### config.mk
export PLATFORM = sky130hd
export DESIGN_NAME = rnti_table_with_expiry
export DESIGN_NICKNAME = d
export VERILOG_FILES = /design/src/rtl/rte_pkg.sv /design/src/rtl/rte_store.sv /design/src/rtl/rte_age.sv /design/src/rtl/rte_seq.sv /design/src/rtl/rnti_table_with_expiry.sv
export VERILOG_INCLUDE_DIRS = /design/src /design/src/rtl
export SDC_FILE = /design/constraint.sdc
export NUM_CORES = 1
export LEC_CHECK = 0
export BUFFER_PORTS_ARGS = -buffer_cell sky130_fd_sc_hd__clkbuf_2
export CAP_MARGIN = 20
export CORE_MARGIN = 1
export CORE_UTILIZATION = 25
export CTS_CLUSTER_SIZE = 20
export DETAILED_ROUTE_END_ITERATION = 6
export HOLD_SLACK_MARGIN = 0.08
export SKIP_LAST_GASP = 1
export SLEW_MARGIN = 20
export SYNTH_ARGS = -nofsm -noshare
export SYNTH_HDL_FRONTEND = slang
export SYNTH_SLANG_ARGS = --single-unit
### constraint.sdc
create_clock -name clock -period 15.2 [get_ports clock]
set_input_delay 3.04 -clock clock [delete_from_list [all_inputs] [get_ports clock]]
set_output_delay 3.04 -clock clock [all_outputs]
set_load 0.02 [all_outputs]
### src/rtl/rnti_table_with_expiry_defines.svh
// assertion macros for the identifier aging table
`ifndef RNTI_TABLE_WITH_EXPIRY_DEFINES_SVH
`define RNTI_TABLE_WITH_EXPIRY_DEFINES_SVH

// property that must hold at every edge outside reset
`define RTE_CHECK(lbl, expr, msg) \
   lbl: assert property (@(posedge clock) disable iff (reset) (expr)) else $error(msg);

// same-cycle implication
`define RTE_IMPLY(lbl, ante, cons, msg) \
   lbl: assert property (@(posedge clock) disable iff (reset) (ante) |-> (cons)) else $error(msg);

// next-cycle implication
`define RTE_NEXT(lbl, ante, cons, msg) \
   lbl: assert property (@(posedge clock) disable iff (reset) (ante) |=> (cons)) else $error(msg);

`endif

### src/rtl/rte_pkg.sv
// shared types and constants for the identifier aging table
package rte_pkg;

   localparam int MAX_ENTRIES_DEFAULT = 16;
   localparam logic [31:0] EXPIRY_RESET = 32'd5000;

   localparam logic [1:0] KIND_DISCOVER = 2'd0;
   localparam logic [1:0] KIND_GRANT    = 2'd1;

   localparam logic REG_EXPIRY = 1'b0;

   typedef enum logic [1:0] {
      ST_IDLE,
      ST_WALK,
      ST_APPEND,
      ST_DONE
   } state_type;

   typedef struct packed {
      logic [4:0] known_count;
      logic       was_known;
      logic       inserted;
      logic       refreshed;
      logic       full_drop;
      logic [4:0] expired_count;
   } result_type;

endpackage

### src/rtl/rte_store.sv
// identifier and timestamp memories, one write and one registered read port
module rte_store #(
   parameter int MAX_ENTRIES = 16
) (
   input  logic                           clock,
   input  logic                           wr_en,
   input  logic [$clog2(MAX_ENTRIES)-1:0] wr_addr,
   input  logic [15:0]                    wr_id,
   input  logic [31:0]                    wr_stamp,
   input  logic [$clog2(MAX_ENTRIES)-1:0] rd_addr,
   output logic [15:0]                    rd_id,
   output logic [31:0]                    rd_stamp
);
   import rte_pkg::*;

   logic [15:0] id_mem [MAX_ENTRIES];
   logic [31:0] stamp_mem [MAX_ENTRIES];
   logic [15:0] rd_id_ff;
   logic [31:0] rd_stamp_ff;

   always_ff @(posedge clock) begin
      if (wr_en) begin
         id_mem[wr_addr]    <= wr_id;
         stamp_mem[wr_addr] <= wr_stamp;
      end
   end

   always_ff @(posedge clock) begin
      rd_id_ff    <= id_mem[rd_addr];
      rd_stamp_ff <= stamp_mem[rd_addr];
   end

   assign rd_id    = rd_id_ff;
   assign rd_stamp = rd_stamp_ff;

endmodule

### src/rtl/rte_age.sv
// age subtract and expiry compare shared by every entry of the walk
module rte_age (
   input  logic [31:0] now_ms,
   input  logic [31:0] stamp,
   input  logic [31:0] expiry_ms,
   output logic        expired
);
   import rte_pkg::*;

   logic [31:0] age;

   assign age     = now_ms - stamp;
   assign expired = age > expiry_ms;

endmodule

### src/rtl/rte_seq.sv
// sequencer: one pass over the table for search, refresh and pruning, then append
`include "rnti_table_with_expiry_defines.svh"

module rte_seq #(
   parameter int MAX_ENTRIES = 16
) (
   input  logic                           clock,
   input  logic                           reset,
   input  logic                           req_valid,
   output logic                           req_ready,
   input  logic [1:0]                     req_kind,
   input  logic [15:0]                    req_rnti,
   input  logic [3:0]                     req_entry_index,
   input  logic [31:0]                    req_now_ms,
   input  logic [31:0]                    expiry_ms,
   output logic                           mem_wr_en,
   output logic [$clog2(MAX_ENTRIES)-1:0] mem_wr_addr,
   output logic [15:0]                    mem_wr_id,
   output logic [31:0]                    mem_wr_stamp,
   output logic [$clog2(MAX_ENTRIES)-1:0] mem_rd_addr,
   input  logic [15:0]                    mem_rd_id,
   input  logic [31:0]                    mem_rd_stamp,
   output logic                           res_valid,
   input  logic                           res_load,
   output rte_pkg::result_type            res
);
   import rte_pkg::*;

   localparam int AW = $clog2(MAX_ENTRIES);
   localparam int CW = $clog2(MAX_ENTRIES + 1);
   localparam int PW = (CW > 4) ? CW : 4;

   state_type   state_ff, state_in;
   logic [1:0]  kind_ff, kind_in;
   logic [15:0] rnti_ff, rnti_in;
   logic [3:0]  pos_ff, pos_in;
   logic [31:0] now_ff, now_in;
   logic [CW-1:0] count_ff, count_in;
   logic [CW-1:0] rd_ff, rd_in;
   logic [CW-1:0] wr_ff, wr_in;
   logic [CW-1:0] rem_ff, rem_in;
   logic [CW-1:0] pidx_ff, pidx_in;
   logic        pend_ff, pend_in;
   logic        known_ff, known_in;
   logic        refr_ff, refr_in;
   logic        ins_ff, ins_in;
   logic        drop_ff, drop_in;

   logic        issue;
   logic        id_hit;
   logic        refresh;
   logic [31:0] stamp;
   logic        expired;
   logic        full;
   logic        ins_now;

   rte_age u_age (
      .now_ms    (now_ff),
      .stamp     (stamp),
      .expiry_ms (expiry_ms),
      .expired   (expired)
   );

   always_ff @(posedge clock) begin
      if (reset) begin
         state_ff <= ST_IDLE;
         count_ff <= '0;
         pend_ff  <= 1'b0;
      end else begin
         state_ff <= state_in;
         count_ff <= count_in;
         pend_ff  <= pend_in;
      end
   end

   always_ff @(posedge clock) begin
      kind_ff  <= kind_in;
      rnti_ff  <= rnti_in;
      pos_ff   <= pos_in;
      now_ff   <= now_in;
      rd_ff    <= rd_in;
      wr_ff    <= wr_in;
      rem_ff   <= rem_in;
      pidx_ff  <= pidx_in;
      known_ff <= known_in;
      refr_ff  <= refr_in;
      ins_ff   <= ins_in;
      drop_ff  <= drop_in;
   end

   assign issue   = rd_ff < count_ff;
   assign id_hit  = mem_rd_id == rnti_ff;
   assign refresh = (kind_ff == KIND_GRANT) && (PW'(pidx_ff) == PW'(pos_ff)) && id_hit;
   assign stamp   = refresh ? now_ff : mem_rd_stamp;
   assign full    = count_ff == CW'(MAX_ENTRIES);
   assign ins_now = (kind_ff == KIND_DISCOVER) && !known_ff && !full;

   always_comb begin
      state_in     = state_ff;
      kind_in      = kind_ff;
      rnti_in      = rnti_ff;
      pos_in       = pos_ff;
      now_in       = now_ff;
      count_in     = count_ff;
      rd_in        = rd_ff;
      wr_in        = wr_ff;
      rem_in       = rem_ff;
      pidx_in      = pidx_ff;
      pend_in      = 1'b0;
      known_in     = known_ff;
      refr_in      = refr_ff;
      ins_in       = ins_ff;
      drop_in      = drop_ff;
      req_ready    = 1'b0;
      res_valid    = 1'b0;
      mem_wr_en    = 1'b0;
      mem_wr_addr  = wr_ff[AW-1:0];
      mem_wr_id    = mem_rd_id;
      mem_wr_stamp = stamp;
      mem_rd_addr  = rd_ff[AW-1:0];

      case (state_ff)
         ST_IDLE: begin
            req_ready = 1'b1;
            if (req_valid) begin
               kind_in  = req_kind;
               rnti_in  = req_rnti;
               pos_in   = req_entry_index;
               now_in   = req_now_ms;
               rd_in    = '0;
               wr_in    = '0;
               rem_in   = '0;
               known_in = 1'b0;
               refr_in  = 1'b0;
               ins_in   = 1'b0;
               drop_in  = 1'b0;
               state_in = ST_WALK;
            end
         end
         ST_WALK: begin
            if (issue) begin
               rd_in   = rd_ff + CW'(1);
               pidx_in = rd_ff;
               pend_in = 1'b1;
            end
            if (pend_ff) begin
               if ((kind_ff == KIND_DISCOVER) && id_hit) begin
                  known_in = 1'b1;
               end
               if (refresh) begin
                  refr_in = 1'b1;
               end
               if (expired) begin
                  rem_in = rem_ff + CW'(1);
               end else begin
                  mem_wr_en = 1'b1;
                  wr_in     = wr_ff + CW'(1);
               end
            end
            if (!issue && !pend_ff) begin
               state_in = ST_APPEND;
            end
         end
         ST_APPEND: begin
            // fresh entry goes after the survivors
            mem_wr_en    = ins_now;
            mem_wr_id    = rnti_ff;
            mem_wr_stamp = now_ff;
            ins_in       = ins_now;
            drop_in      = (kind_ff == KIND_DISCOVER) && !known_ff && full;
            count_in     = CW'(wr_ff + CW'(ins_now));
            state_in     = ST_DONE;
         end
         ST_DONE: begin
            res_valid = 1'b1;
            if (res_load) begin
               state_in = ST_IDLE;
            end
         end
         default: begin
            state_in = ST_IDLE;
         end
      endcase
   end

   assign res.known_count   = 5'(count_ff);
   assign res.was_known     = known_ff;
   assign res.inserted      = ins_ff;
   assign res.refreshed     = refr_ff;
   assign res.full_drop     = drop_ff;
   assign res.expired_count = 5'(rem_ff);

   `RTE_CHECK(a_count_max, count_ff <= CW'(MAX_ENTRIES), "entry count above table depth")
   `RTE_IMPLY(a_wr_behind, (state_ff == ST_WALK) && pend_ff, wr_ff <= pidx_ff,
              "compaction write overtook the read pointer")
   `RTE_IMPLY(a_flags_excl, state_ff == ST_DONE, $onehot0({known_ff, ins_ff, refr_ff, drop_ff}),
              "more than one result flag set")
   `RTE_NEXT(a_start_walk, (state_ff == ST_IDLE) && req_valid, state_ff == ST_WALK,
             "accepted request did not start the walk")

endmodule

### src/rtl/rnti_table_with_expiry.sv
// top level: identifier aging table with register port and response register
//
//   channel | direction | handshake           | payload
//   req     | in        | req_valid/req_stall | kind, rnti, entry_index, now_ms
//   rsp     | out       | rsp_valid/rsp_stall | known_count, flags, expired_count
//   csr     | in/out    | psel/penable/pready | expiry_ms at byte address 0
//
// an accepted request walks the entries held one entry per cycle through the single age
// compare unit and memory read port, then passes the append and done states; the response
// register loads from the done state, and the next request can be taken in the cycle after
// reset clears the entry count and loads expiry_ms with 5000; table memory is not cleared
// a held response blocks completion of the next request, not its acceptance
module rnti_table_with_expiry #(
   parameter int MAX_ENTRIES = rte_pkg::MAX_ENTRIES_DEFAULT
) (
   input  logic        clock,
   input  logic        reset,
   input  logic        req_valid,
   output logic        req_stall,
   input  logic [1:0]  req_kind,
   input  logic [15:0] req_rnti,
   input  logic [3:0]  req_entry_index,
   input  logic [31:0] req_now_ms,
   output logic        rsp_valid,
   input  logic        rsp_stall,
   output logic [4:0]  rsp_known_count,
   output logic        rsp_was_known,
   output logic        rsp_inserted,
   output logic        rsp_refreshed,
   output logic        rsp_full_drop,
   output logic [4:0]  rsp_expired_count,
   input  logic        csr_psel,
   input  logic        csr_penable,
   input  logic        csr_pwrite,
   input  logic [2:0]  csr_paddr,
   input  logic [31:0] csr_pwdata,
   output logic [31:0] csr_prdata,
   output logic        csr_pready
);
   import rte_pkg::*;

   localparam int AW = $clog2(MAX_ENTRIES);

   logic [31:0] expiry_ff, expiry_in;
   logic        rsp_valid_ff, rsp_valid_in;
   result_type  rsp_ff, rsp_in;

   logic          req_ready;
   logic          mem_wr_en;
   logic [AW-1:0] mem_wr_addr;
   logic [15:0]   mem_wr_id;
   logic [31:0]   mem_wr_stamp;
   logic [AW-1:0] mem_rd_addr;
   logic [15:0]   mem_rd_id;
   logic [31:0]   mem_rd_stamp;
   logic          res_valid;
   logic          res_load;
   result_type    res;
   logic          csr_wr;

   rte_store #(.MAX_ENTRIES(MAX_ENTRIES)) u_store (
      .clock    (clock),
      .wr_en    (mem_wr_en),
      .wr_addr  (mem_wr_addr),
      .wr_id    (mem_wr_id),
      .wr_stamp (mem_wr_stamp),
      .rd_addr  (mem_rd_addr),
      .rd_id    (mem_rd_id),
      .rd_stamp (mem_rd_stamp)
   );

   rte_seq #(.MAX_ENTRIES(MAX_ENTRIES)) u_seq (
      .clock           (clock),
      .reset           (reset),
      .req_valid       (req_valid),
      .req_ready       (req_ready),
      .req_kind        (req_kind),
      .req_rnti        (req_rnti),
      .req_entry_index (req_entry_index),
      .req_now_ms      (req_now_ms),
      .expiry_ms       (expiry_ff),
      .mem_wr_en       (mem_wr_en),
      .mem_wr_addr     (mem_wr_addr),
      .mem_wr_id       (mem_wr_id),
      .mem_wr_stamp    (mem_wr_stamp),
      .mem_rd_addr     (mem_rd_addr),
      .mem_rd_id       (mem_rd_id),
      .mem_rd_stamp    (mem_rd_stamp),
      .res_valid       (res_valid),
      .res_load        (res_load),
      .res             (res)
   );

   assign req_stall = !req_ready;
   assign res_load  = !rsp_valid_ff || !rsp_stall;

   assign csr_wr = csr_psel && csr_penable && csr_pwrite && (csr_paddr[2] == REG_EXPIRY);

   always_comb begin
      expiry_in    = expiry_ff;
      rsp_valid_in = rsp_valid_ff;
      rsp_in       = rsp_ff;
      if (csr_wr) begin
         expiry_in = csr_pwdata;
      end
      if (res_load) begin
         rsp_valid_in = res_valid;
         if (res_valid) begin
            rsp_in = res;
         end
      end
   end

   always_ff @(posedge clock) begin
      if (reset) begin
         expiry_ff    <= EXPIRY_RESET;
         rsp_valid_ff <= 1'b0;
      end else begin
         expiry_ff    <= expiry_in;
         rsp_valid_ff <= rsp_valid_in;
      end
   end

   always_ff @(posedge clock) begin
      rsp_ff <= rsp_in;
   end

   assign csr_prdata = (csr_paddr[2] == REG_EXPIRY) ? expiry_ff : 32'd0;
   assign csr_pready = 1'b1;

   assign rsp_valid         = rsp_valid_ff;
   assign rsp_known_count   = rsp_ff.known_count;
   assign rsp_was_known     = rsp_ff.was_known;
   assign rsp_inserted      = rsp_ff.inserted;
   assign rsp_refreshed     = rsp_ff.refreshed;
   assign rsp_full_drop     = rsp_ff.full_drop;
   assign rsp_expired_count = rsp_ff.expired_count;

endmodule
==> key figures, run 1 <==
Status
  – Outcome: completed

Cells and area
  – Proportion of layout cells with a drive suffix above 1: 27.0%
  – Area delta synth->final: 16.5%
  – Sequential Area: 0.0276 mm^2
  – Multi-input logic area: 0.0106 mm^2
  – Nets: 2442
  – Filler Cell Count: 15000

GRT
  – Initial antenna violation count: 7
  – Grt ovf: 0
  – Vias in the first global route: 19600
  – Total GRT Usage: 11.4%
  – First-pass GRT wire length: 133000 um
  – Largest net degree at the start of global routing: 140

Critical path
  – Delay of the slowest cell on the worst path: 0.63 ns
  – Worst R2R Setup Slack: 6.20 ns
  – Largest fanout on the critical path: 63
  – Crit path launch type: flip-flop
  – Slowest-stage cell, CP: buf_4
  – CP endpoint kind: flip-flop
  – WS Path Type: flip-flop to flip-flop
  – CP arrival: 9.27 ns
  – CP required: 15.47 ns
  – Cell mode on critical path: buf_4

Routing
  – Final WL: 90300 um
  – Vias per cell: 4.53
  – Final ANT Viol Nets: 0
  – Via Count: 19800
  – Post-DR wirelength/cell: 20.6 um
  – 1st-iter DRT viols: 1874
  – DR DRC count: 0
  – Pre-Repair DR Iteration Count: 5

Floorplan
  – Initial core utilization: 25.3%
  – Core Box Area: 0.153 mm^2
  – IO Pins: 145
  – Die H: 395 um
  – DIE AREA: 0.156 mm^2
  – # rows: 143
  – Chip Width: 395 um

STA
  – RSZ-0062 raised after global routing: false
  – Final hold violation count: 0
  – Slew HR: 24.7%
  – Clock period minus worst slack: 9.00 ns
  – Max frequency: 0.111 GHz
  – Final period util: 59.2%
  – Final Max Slew Viols: 0
  – Final setup fails: 0
  – Skew final: 0.0219 ns
  – Worst slew pin tran: 1.13 ns
  – TNS Setup: 0 ns

Clock network
  – Post_cts resized: 0
  – CTS tree: done
  – # clock sinks: 949
  – Post-CTS Setup Bufs: 0
  – Clk_lat worst skew: 0.65 ns
  – Worst-path clk slew: 0.06 ns
  – CTS H-tree lvls: 3
  – CTS Buf Count: 93
  – Root buf cell: clkbuf_16
  – Hold bufs inserted after CTS: 0
  – Clk buf depth: 3

Logic synthesis
  – Post-synth top area share: 66.8%
  – Post-Synthesis Cells: 2098
  – Most area-hungry cell type in the Yosys netlist: edfxtp_1
  – Synth warn: 0
  – Most common cell in the netlist: edfxtp_1
  – Avg Cell Area, Syn: 18.4 um^2
  – Predominant post-synthesis flop cell: edfxtp_1
  – Synthesized area: 0.0387 mm^2
  – Synth async-reset ratio: 0%
  – Syn nets: 2268
  – Post-synth cell types: 67
  – Top cells by count, synth: 860 x edfxtp_1, 240 x mux4_2, 104 x nor2_1
  – Sequential fraction of the synthesis area: 71.4%
  – Yosys reg bits: 949
  – Synth top area cells: edfxtp_1 67%, mux4_2 14%, dfxtp_1 4.6%
  – EDFF count, synth: 860

Power and ir drop
  – Final Power: 0.00877 W
  – Peak supply drop: 0.150 mV
  – Leakage power: 14.6 nW
  – Power Density: 195 mW/mm^2

Placement
  – RePlAce Congestion: 0.799
  – PortBufs: 141
  – Detailed placement HPWL: 48800 um

Hold path
  – Hold WC Path Type: flip-flop to flip-flop

Run
  – MaxCap Viol Count: 0
[layout make-up]
cell class	instances	area share (%)
multi-input cells	973	23.5
clock buffers	128	5.68
clock inverters	43	0.975
repair buffers	180	2.29
diodes	1	0.00555
inverters	75	0.625
well taps	2030	5.64
flip-flops and latches	949	61.3
[metrics by stage]
step                cells  hold slack, ns  util (%)  worst slack [ns]  instance area [um^2]
global placement     4206           0.403      27.5              6.11                 42000
global route         4379           0.433      29.5              5.60                 45100
finish               4379           0.426      29.5              6.20                 45100
detailed placement   4207           0.412      27.5              6.04                 42000
floorplan            2098           0.400         -              4.11                 38700
CTS                  4378           0.427      29.4              6.00                 45000
[worst paths after layout]
path / end / cells past startpoint / start
worst min register to register: rsp_inserted / 0 / u_seq.ins_ff
worst min-delay path: rsp_inserted / 0 / u_seq.ins_ff
worst max-delay path: u_store.id_mem[1][4] / 30 / u_seq.rnti_ff[13]
worst max register to register: u_store.id_mem[1][4] / 30 / u_seq.rnti_ff[13]
[critical path, delay by kind of cell, from the launching register on]
kind	cells	cell delay, ns
fa+ha+maj	3	0.74
buf+inv	4	1.72
flops	1	0.39
xor+xnor	2	0.62
simple gates	14	3.30
compound gates	7	1.72
[placed cells by master (no fill, tap or decap), types with 10 or more instances in the layout]
cell	n
edfxtp_1	860
mux4_2	240
clkbuf_2	141
nor2_1	104
a21oi_1	94
clkbuf_16	94
dfxtp_1	89
nand2_1	88
inv_1	75
ha_1	73
a21o_1	40
xnor2_1	39
buf_4	35
clkbuf_1	26
o21ai_0	25
nand3_1	24
xor2_1	22
mux2i_2	21
mux2_2	21
clkinv_2	18
nor2b_1	17
and2_1	17
nand4_1	14
nand2b_1	10
[state kept, by name (all words and copies together), names as in the netlist, 4 cells and up]
name,count
u_store.id_mem,256
u_seq.pos_ff,4
rsp_expired_count,5
u_seq.rd_ff,5
u_seq.now_ff,32
u_store.rd_id,16
u_seq.rem_ff,5
u_seq.count_ff,5
expiry_ff,32
u_seq.rnti_ff,16
rsp_known_count,5
u_store.rd_stamp,32
u_seq.pidx_ff,5
u_store.stamp_mem,512
u_seq.wr_ff,5
[kinds of logic (layout without fill, tap and decap cells)]
family,count (synthesis),in the layout,synth area share (%)
compound gates,230,230,3.85
flops,949,949,71.4
fa+ha+maj,77,77,2.47
other cells,1,2,0.00970
buf+inv,176,426,1.73
mux,289,289,15.3
simple gates,315,315,3.84
xor+xnor,61,61,1.38
[layer usage]
metal  vias to the layer above  global-route usage, %  part of all wire [%]
li1                       8717                      -                     -
met4                         8                   2.51                   1.6
met1                     10400                   16.5                    47
met3                       115                   2.45                   6.5
met2                       605                   17.3                    45
met5                         -                      0                 0.049
[where the power goes]
| group | total [W] | switching, W | internal [W] |
|---|---|---|---|
| Clock | 0.00227 | 0.000966 | 0.00130 |
| Combinational | 0.00289 | 0.00164 | 0.00125 |
| Sequential | 0.00361 | 0.000136 | 0.00348 |
No activity file was read; power rests on OpenSTA's default activity.
==> run 2, diff against run 1 <==
Clock period 15.2 ns to 8.32 ns, I/O delays scaled along.
==> run 2 against run 1 <==
Effect of this change: global-route usage is essentially flat; final cell count rose by 0.62%; worst hold slack lost 0.0017 ns; clock power rose by 96%; via count down 0.27%; combinational power is 88% higher; die area unchanged; power up 88%.
==> key figures, run 2 (synthesized netlist as in run 1, its figures left out) <==
Placement
  – RePlAce Congestion: 0.812
  – Pre-CTS setup slack: 0.538 ns
  – PortBufs: 141
  – Detailed placement HPWL: 53000 um

Hold path
  – Worst hold stages: 0
  – Hold_sp: u_seq.refr_ff
  – Min-Delay Endpoint: rsp_refreshed
  – Hold WC Path Type: flip-flop to flip-flop

Floorplan
  – Chip Width: 395 um
  – IO Pins: 145
  – Die H: 395 um
  – DIE AREA: 0.156 mm^2
  – Initial core utilization: 25.3%
  – # rows: 143
  – Core Box Area: 0.153 mm^2

Power and ir drop
  – Sw Share: 31.4%
  – Int Pwr: 0.0113 W
  – Switch Pwr: 0.00517 W
  – Leakage power: 14.9 nW
  – Flop pwr share: 40.1%
  – Peak supply drop: 0.258 mV
  – Power Density: 359 mW/mm^2
  – Final Power: 0.0165 W
  – Comb power frac: 33.0%
  – Power share of the clock group: 27.0%

Clock network
  – Clk buf depth: 3
  – CTS Buf Count: 93
  – Clk_lat worst skew: 0.68 ns
  – Hold bufs inserted after CTS: 0
  – Post_cts resized: 0
  – # clock sinks: 949
  – Root buf cell: clkbuf_16
  – Worst-path clk slew: 0.06 ns
  – Post-CTS Setup Bufs: 0
  – CTS tree: done
  – CTS H-tree lvls: 3

Critical path
  – Delay of the slowest cell on the worst path: 0.57 ns
  – R2r endpoint: u_store.id_mem[7][10]
  – R2R Path Start: u_seq.rnti_ff[8]
  – CP endpoint kind: flip-flop
  – CP arrival: 8.14 ns
  – Largest fanout on the critical path: 43
  – Worst R2R Setup Slack: 0.52 ns
  – WS Path Type: flip-flop to flip-flop
  – Slowest-stage cell, CP: nor4_1
  – Crit path launch type: flip-flop
  – Worst-case reg-to-reg path depth: 30
  – CP required: 8.65 ns

STA
  – Final setup fails: 0
  – Clock period minus worst slack: 7.80 ns
  – Final period util: 93.8%
  – Skew final: 0.0212 ns
  – Worst slew pin tran: 1.16 ns
  – Max frequency: 0.128 GHz
  – Final WS setup: 0.519 ns
  – Final Max Slew Viols: 0
  – Fin Hold WS: 0.424 ns
  – Final hold violation count: 0
  – RSZ-0062 raised after global routing: false
  – Slew HR: 22.8%

Cells and area
  – Most frequent cells in the layout: 860 x edfxtp_1, 240 x mux4_2, 141 x clkbuf_2, 104 x nor2_1
  – Biggest register: u_store.stamp_mem
  – Filler Cell Count: 14900
  – Largest registers: u_store.stamp_mem: 512 flops, u_store.id_mem: 256 flops
  – Most common cell after layout, fill and taps aside: edfxtp_1
  – Area delta synth->final: 18.6%
  – Max FFs per register: 512
  – Proportion of layout cells with a drive suffix above 1: 28.0%
  – Nets: 2466

Routing
  – Post-DR wirelength/cell: 20.4 um
  – Final WL: 89900 um
  – Via Count: 19800
  – DR DRC count: 0
  – Final ANT Viol Nets: 0
  – Vias per cell: 4.49
  – Pre-Repair DR Iteration Count: 5
  – 1st-iter DRT viols: 1894

GRT
  – First-pass GRT wire length: 134000 um
  – Total GRT Usage: 11.4%
  – Grt ovf: 0
  – Largest net degree at the start of global routing: 142
  – Initial antenna violation count: 1
  – Vias in the first global route: 20000

Status
  – Outcome: completed

Run
  – MaxCap Viol Count: 0
run 2: per-layer routing:
metal	share of wire [%]	wire (um)	track usage, %	up-vias
met4	1.6	1400	2.43	0
met3	5.5	4900	2.20	106
met2	46	41000	17.6	561
met5	0	0	0	-
met1	47	42600	16.5	10300
li1	-	-	-	8752
run 2: worst max-delay path, delay by kind of cell, from the launching register on:
kind | cells | cell delay [ns]
AO/OA/AOI/OAI | 9 | 1.81
adder cells (fa/ha/maj) | 3 | 0.82
AND/OR/NAND/NOR | 11 | 2.90
XOR/XNOR | 2 | 0.37
buffers and inverters | 5 | 1.00
flip-flops | 1 | 0.46
run 2: stage by stage:
| stage | cell area (um^2) | instances | utilization [%] | setup TNS [ns] |
|---|---|---|---|---|
| after detailed placement | 42500 | 4230 | 27.8 | 0 |
| after floorplan | 38700 | 2098 | - | -684.35 |
| after global routing | 45900 | 4405 | 30.0 | 0 |
| after CTS | 45800 | 4404 | 29.9 | 0 |
| after global placement | 42500 | 4229 | 27.8 | 0 |
| final | 45900 | 4406 | 30.0 | 0 |
run 2: power by group through the flow:
stage	clock network [W]	logic (W)	registers [W]
6_report	0.00444	0.00543	0.00659
5_1_grt	0.00471	0.00598	0.00663
2_1_floorplan	0	0.00393	0.00657
4_1_cts	0.00454	0.00544	0.00660
3_3_place_gp	0	0.00536	0.00670
3_5_place_dp	0	0.00542	0.00670
run 2: layout make-up:
class                   instances  area (um^2)  area share, %
inverters                      75          282          0.614
well taps                    2030         2540           5.54
flip-flops and latches        949        27600           60.2
multi-input cells             973        10700           23.3
repair buffers                204         1510           3.30
clock inverters                46          654           1.43
diodes                          1         2.50        0.00546
clock buffers                 128         2590           5.65
run 2: worst max-delay path by stage:
stage / from / cells past startpoint / end
after global routing: u_seq.rnti_ff[8] / 30 / u_store.id_mem[7][10]
after global placement: u_seq.rnti_ff[11] / 30 / u_store.id_mem[7][9]
after CTS: u_seq.rnti_ff[8] / 30 / u_store.id_mem[7][10]
after floorplan: u_seq.pos_ff[3] / 29 / u_store.id_mem[12][0]
after detailed placement: u_seq.rnti_ff[2] / 30 / u_store.id_mem[7][9]
final: u_seq.rnti_ff[8] / 30 / u_store.id_mem[7][10]
